## src/design/sem_pkg.sv

```systemverilog
// Shared types and constants for the Sobel edge magnitude block.
package sem_pkg;

  // Controller states
  typedef enum logic [3:0] {
    ST_IDLE,
    ST_READ,
    ST_SHIFT,
    ST_GRAD,
    ST_SQR,
    ST_MUL,
    ST_SEED,
    ST_ROOT,
    ST_LOAD
  } state_e;

  // Result kinds of one input pixel, in emission order
  typedef enum logic [1:0] {
    KIND_DIAG   = 2'd0,  // (r-1, c-1)
    KIND_RIGHT  = 2'd1,  // (r-1, c) at the last column
    KIND_BOTTOM = 2'd2,  // (r, c-1) on the last row
    KIND_CORNER = 2'd3   // (r, c) last pixel of the frame
  } kind_e;

  // Configuration register indexes
  localparam logic [1:0] CFG_WIDTH  = 2'd0;
  localparam logic [1:0] CFG_HEIGHT = 2'd1;
  localparam logic [1:0] CFG_SENS   = 2'd2;

  // Gray conversion weights, 16 fraction bits
  localparam logic [15:0] COEF_R = 16'd19595;
  localparam logic [15:0] COEF_G = 16'd38470;
  localparam logic [15:0] COEF_B = 16'd7471;

  // Root unit sizing: radicand below 2^42, first trial bit at 2^40
  localparam int unsigned RAD_W = 42;

  // Commands from controller to datapath
  typedef struct packed {
    logic  accept;
    logic  gray;
    logic  shift;
    logic  grad;
    logic  sqr;
    logic  mul;
    logic  seed;
    logic  step;
    logic  load;
    logic  last;
    kind_e kind;
  } cmd_t;

  // Status from datapath to controller
  typedef struct packed {
    logic has_res;
    logic last_col;
    logic last_row;
    logic root_done;
    logic out_free;
  } sts_t;

endpackage

```

## src/design/sem_ctrl.sv

```systemverilog
// Controller FSM: sequences pixel intake, line buffer access and result beats.
module sem_ctrl (
  input  logic          clk_i,
  input  logic          rst_ni,
  input  logic          in_valid_i,
  output logic          in_ready_o,
  input  sem_pkg::sts_t sts_i,
  output sem_pkg::cmd_t cmd_o
);
  import sem_pkg::*;

  state_e state_q, state_d;
  kind_e  kind_q, kind_d;
  kind_e  next_kind;
  logic   has_next;

  // Which result follows the current one
  always_comb begin
    has_next  = 1'b0;
    next_kind = KIND_DIAG;
    case (kind_q)
      KIND_DIAG: begin
        if (sts_i.last_col) begin
          has_next  = 1'b1;
          next_kind = KIND_RIGHT;
        end else if (sts_i.last_row) begin
          has_next  = 1'b1;
          next_kind = KIND_BOTTOM;
        end
      end
      KIND_RIGHT: begin
        has_next  = sts_i.last_row;
        next_kind = KIND_BOTTOM;
      end
      KIND_BOTTOM: begin
        has_next  = sts_i.last_col;
        next_kind = KIND_CORNER;
      end
      default: begin
        has_next  = 1'b0;
        next_kind = KIND_DIAG;
      end
    endcase
  end

  always_ff @(posedge clk_i or negedge rst_ni) begin
    if (!rst_ni) begin
      state_q <= ST_IDLE;
      kind_q  <= KIND_DIAG;
    end else begin
      state_q <= state_d;
      kind_q  <= kind_d;
    end
  end

  // Next state and commands
  always_comb begin
    state_d    = state_q;
    kind_d     = kind_q;
    cmd_o      = '0;
    cmd_o.kind = kind_q;
    cmd_o.last = !has_next;
    in_ready_o = 1'b0;
    case (state_q)
      ST_IDLE: begin
        in_ready_o = 1'b1;
        if (in_valid_i) begin
          cmd_o.accept = 1'b1;
          state_d      = ST_READ;
        end
      end
      ST_READ: begin
        cmd_o.gray = 1'b1;
        state_d    = ST_SHIFT;
      end
      ST_SHIFT: begin
        cmd_o.shift = 1'b1;
        kind_d      = KIND_DIAG;
        state_d     = sts_i.has_res ? ST_GRAD : ST_IDLE;
      end
      ST_GRAD: begin
        cmd_o.grad = 1'b1;
        state_d    = ST_SQR;
      end
      ST_SQR: begin
        cmd_o.sqr = 1'b1;
        state_d   = ST_MUL;
      end
      ST_MUL: begin
        cmd_o.mul = 1'b1;
        state_d   = ST_SEED;
      end
      ST_SEED: begin
        cmd_o.seed = 1'b1;
        state_d    = ST_ROOT;
      end
      ST_ROOT: begin
        if (sts_i.root_done) begin
          state_d = ST_LOAD;
        end else begin
          cmd_o.step = 1'b1;
        end
      end
      ST_LOAD: begin
        if (sts_i.out_free) begin
          cmd_o.load = 1'b1;
          if (has_next) begin
            kind_d  = next_kind;
            state_d = ST_GRAD;
          end else begin
            state_d = ST_IDLE;
          end
        end
      end
      default: state_d = ST_IDLE;
    endcase
  end
endmodule

```

## config.mk

```make
export PLATFORM = sky130hd
export DESIGN_NAME = sem_ctrl
export DESIGN_NICKNAME = d
export VERILOG_FILES = /design/src/design/sem_pkg.sv /design/src/design/sem_ctrl.sv
export SDC_FILE = /design/constraint.sdc
export NUM_CORES = 1
export LEC_CHECK = 0
export BUFFER_PORTS_ARGS = -buffer_cell sky130_fd_sc_hd__buf_2
export CORE_AREA = 2 2 39 41
export CTS_BUF_LIST = sky130_fd_sc_hd__clkbuf_4
export CTS_CLUSTER_DIAMETER = 150
export CTS_CLUSTER_SIZE = 12
export DETAILED_ROUTE_END_ITERATION = 10
export DIE_AREA = 0 0 41 43
export GPL_TIMING_DRIVEN = 0
export PLACE_DENSITY = 0.67
export SLEW_MARGIN = 0
export SYNTH_ARGS = -nofsm -noshare
export SYNTH_HDL_FRONTEND = slang
export SYNTH_SLANG_ARGS = --single-unit
```

## constraint.sdc

```tcl
create_clock -name clk_i -period 2 [get_ports clk_i]
set_clock_uncertainty 0.1 [all_clocks]
set_input_delay 0.4 -clock clk_i [delete_from_list [all_inputs] [get_ports clk_i]]
set_output_delay 0.4 -clock clk_i [all_outputs]
set_load 0.03 [all_outputs]
```

==> key figures <==
Cells and area
  • Ant. Diodes: 0
  • Post-Route Utilization: 0.5895
  • Seq. cell area: 152.6 sq um
  • Layout cell share with drive strength beyond 1: 0.5054
  • Fillcell total: 126
  • Multi-input logic area: 395.4 sq um
  • Growth of design area from synthesis to finish: 51.98%
  • Layout Cells excl Fill: 109
  • NumNets Final: 107

Placement
  • Post-DP HPWL: 924 um
  • Setup WS pre-CTS: -0.06507 ns
  • Routability congestion estimate: 0.7608
  • I/O Buffers: 20
  • Placed insts: 101

Timing
  • Final setup viols: 0
  • Post-route setup slack: 0.03263 ns
  • Worst slew pin tran: 0.3428 ns
  • Max-slew headroom: 0.7684
  • Final Hold Slack: 0.3083 ns
  • Period utilization: 0.9837
  • Fin crit period: 1.967 ns
  • FMAX: 508.3 MHz
  • RSZ-0062 raised after global routing: true
  • Fin. max-slew vios: 0
  • Fin. Hold Viols: 0

Setup path
  • CP peak stage delay: 0.39 ns
  • Critical path peak fanout: 5
  • Kind of critical path: flip-flop to primary output
  • CP Data Required Time: 1.50 ns
  • Slowest CP cell: dfrtp_1
  • CP arrival: 1.47 ns
  • R2r worst-path depth: 5
  • CP endpoint kind: primary output
  • CP Cell Sequence: buf_8 > nand2b_4 > or3_4 > inv_2 > buf_6
  • Crit start category: flip-flop

Synth
  • Async S/R FF share, synth: 1.000
  • Register area share after synthesis: 0.2797
  • Mapped Area: 536.8 sq um
  • Synth warn: 0
  • Synth area leader: dfrtp_1
  • Number of synthesized flops with an enable pin: 0
  • Mean post-synth cell area: 8.258 sq um
  • Dominant cells by area after synthesis: dfrtp_1 (28%), ha_1 (9.3%), nor2_1 (5.6%)
  • Mapped Nets: 77
  • Unique cell type count in the Yosys netlist: 31
  • Synth top area share: 0.2797
  • Syn Inst Count: 65
  • Top FF cell, synth: dfrtp_1
  • Number of synthesized register bits: 6

Job
  • MaxCap Viol Count: 0

Global route
  • Antenna violations before repair: 0
  • Wire length of the first global-routing pass: 1856 um
  • Grt total ovfl: 0
  • All-Layer GR Usage: 0.1503
  • Largest net degree at the start of global routing: 11
  • Vias in the first global route: 483

Power and ir drop
  • PwrDens: 1258 nW/um^2
  • Lkg Pwr: 0.3936 nW
  • Maximum VDD drop: 607.1 uV

CTS
  • CTS tree: yes
  • Clk_lat worst skew: 0.23 ns
  • Clock sink count: 6
  • H-Tree Level Count: 1
  • Worst-path clk slew: 0.04 ns
  • Max clock buf depth: 2
  • Num CTS Buffers: 3
  • Root buf cell: clkbuf_4

Die
  • Row cnt: 14
  • Starting density of the core: 0.3879
  • Die Y: 43 um
  • Core Area: 1384 sq um
  • Die X: 41 um
  • IO Count: 21
  • Die area: 1763 sq um

Routing
  • Final wirelength: 1386 um
  • Post-route ant nets: 0
  • Routed WL per cell: 12.72 um
  • DR DRC count: 0
  • Routed vias: 570
  • DRT iter0 DRCs: 7
  • First-pass DRT Iterations: 4
  • Vias per cell: 5.229

Run status
  • Outcome: finished clean

Worst hold path
  • Hold Crit Depth: 2
  • HP Class: input pin to flip-flop
-- cells in the mapped netlist, types with 2 or more instances --
library cell  n
a21oi_1       4
nand2b_1      4
dfrtp_1       6
nor2_1        8
nand2_1       2
nor3_1        3
ha_1          4
o21ai_0       2
a22o_1        2
inv_1         6
nor4_1        2
and2_1        3
-- critical path: cells and delay by family, from the launching register on --
family | cells | cell delay [ns]
AND/OR/NAND/NOR | 2 | 0.54
buffers and inverters | 3 | 0.31
flip-flops | 1 | 0.39
-- cell type report --
class / count / area share
Clock buffer: 3 / 0.02761
Sequential cell: 6 / 0.1871
Tap cell: 16 / 0.02454
Multi-Input combinational cell: 49 / 0.4847
Timing Repair Buffer: 25 / 0.1933
Buffer: 4 / 0.05521
Inverter: 6 / 0.02761
-- kinds of logic (layout without fill, tap and decap cells) --
group,count (synthesis),after routing,synth area share
AND/OR/NAND/NOR,27,27,0.2960
AO/OA/AOI/OAI,18,18,0.2401
flip-flops,6,6,0.2797
adder cells (fa/ha/maj),4,4,0.09324
buffers and inverters,10,38,0.09090
-- timing repair --
item,4_1_cts,5_1_grt
hold endpoints to repair,6,0
pin swaps,1,2
buffers inserted,1,3
hold buffers,1,0
endpoints found under the setup margin,7,4
gates resized for setup,11,18
-- path summary, 6_finish.rpt --
kind	slack (ns)	from	end
setup / recovery	0.03	state_q[3]	cmd_o[4]
hold / removal	0.31	sts_i[0]	state_q[3]
setup reg to reg	0.13	state_q[1]	kind_q[0]
hold reg to reg	0.45	state_q[3]	state_q[2]
max in group asynchronous	1.23	rst_ni	kind_q[0]
min in group asynchronous	0.42	rst_ni	state_q[3]
-- cells in the final DEF, fill, tap and decap left out, drive strengths merged --
cell type / instances
or4b: 1
o21bai: 1
o21a: 1
o22ai: 1
o22a: 1
nor4: 2
inv: 6
a22oi: 1
ha: 4
clkbuf: 4
nor3: 4
buf: 27
nand2b: 4
o32ai: 1
or3: 1
a31oi: 1
and2: 3
o41ai: 1
nand3: 1
nor2: 8
a22o: 2
dfrtp: 6
a21oi: 4
nand2: 2
o21ai: 2
a211oi: 1
nor4b: 1
a21boi: 1
dlygate4sd3: 1
-- stage by stage --
step / power, mW / instance area, sq um / setup TNS [ns]
floorplan: 0.6690 / 551.8 / 0
global placement: 0.8009 / 671.9 / -0.05826
detailed placement: 0.8092 / 671.9 / -0.06507
CTS: 0.9621 / 753.2 / -0.05792
global route: 1.111 / 815.8 / -0.03341
finish: 1.026 / 815.8 / 0
-- sequential cells by signal, indices dropped and copies added (netlist names) --
| register | count |
|---|---|
| kind_q | 2 |
| state_q | 4 |
-- report_power, final --
part / leakage (nW) / internal (mW) / switching (mW)
logic: 0.304 / 0.276 / 0.442
registers: 0.0757 / 0.162 / 0.0408
clock network: 0.0138 / 0.0675 / 0.0377
-- routing by layer --
metal | track usage | vias up | wire length, um
met3 | 0.01571 | 0 | 74
met1 | 0.1900 | 263 | 572
met2 | 0.2469 | 18 | 739
li1 | - | 289 | -
met5 | 0 | - | 0
met4 | 0.06000 | 0 | 0
(Power assumes the default switching activity.)
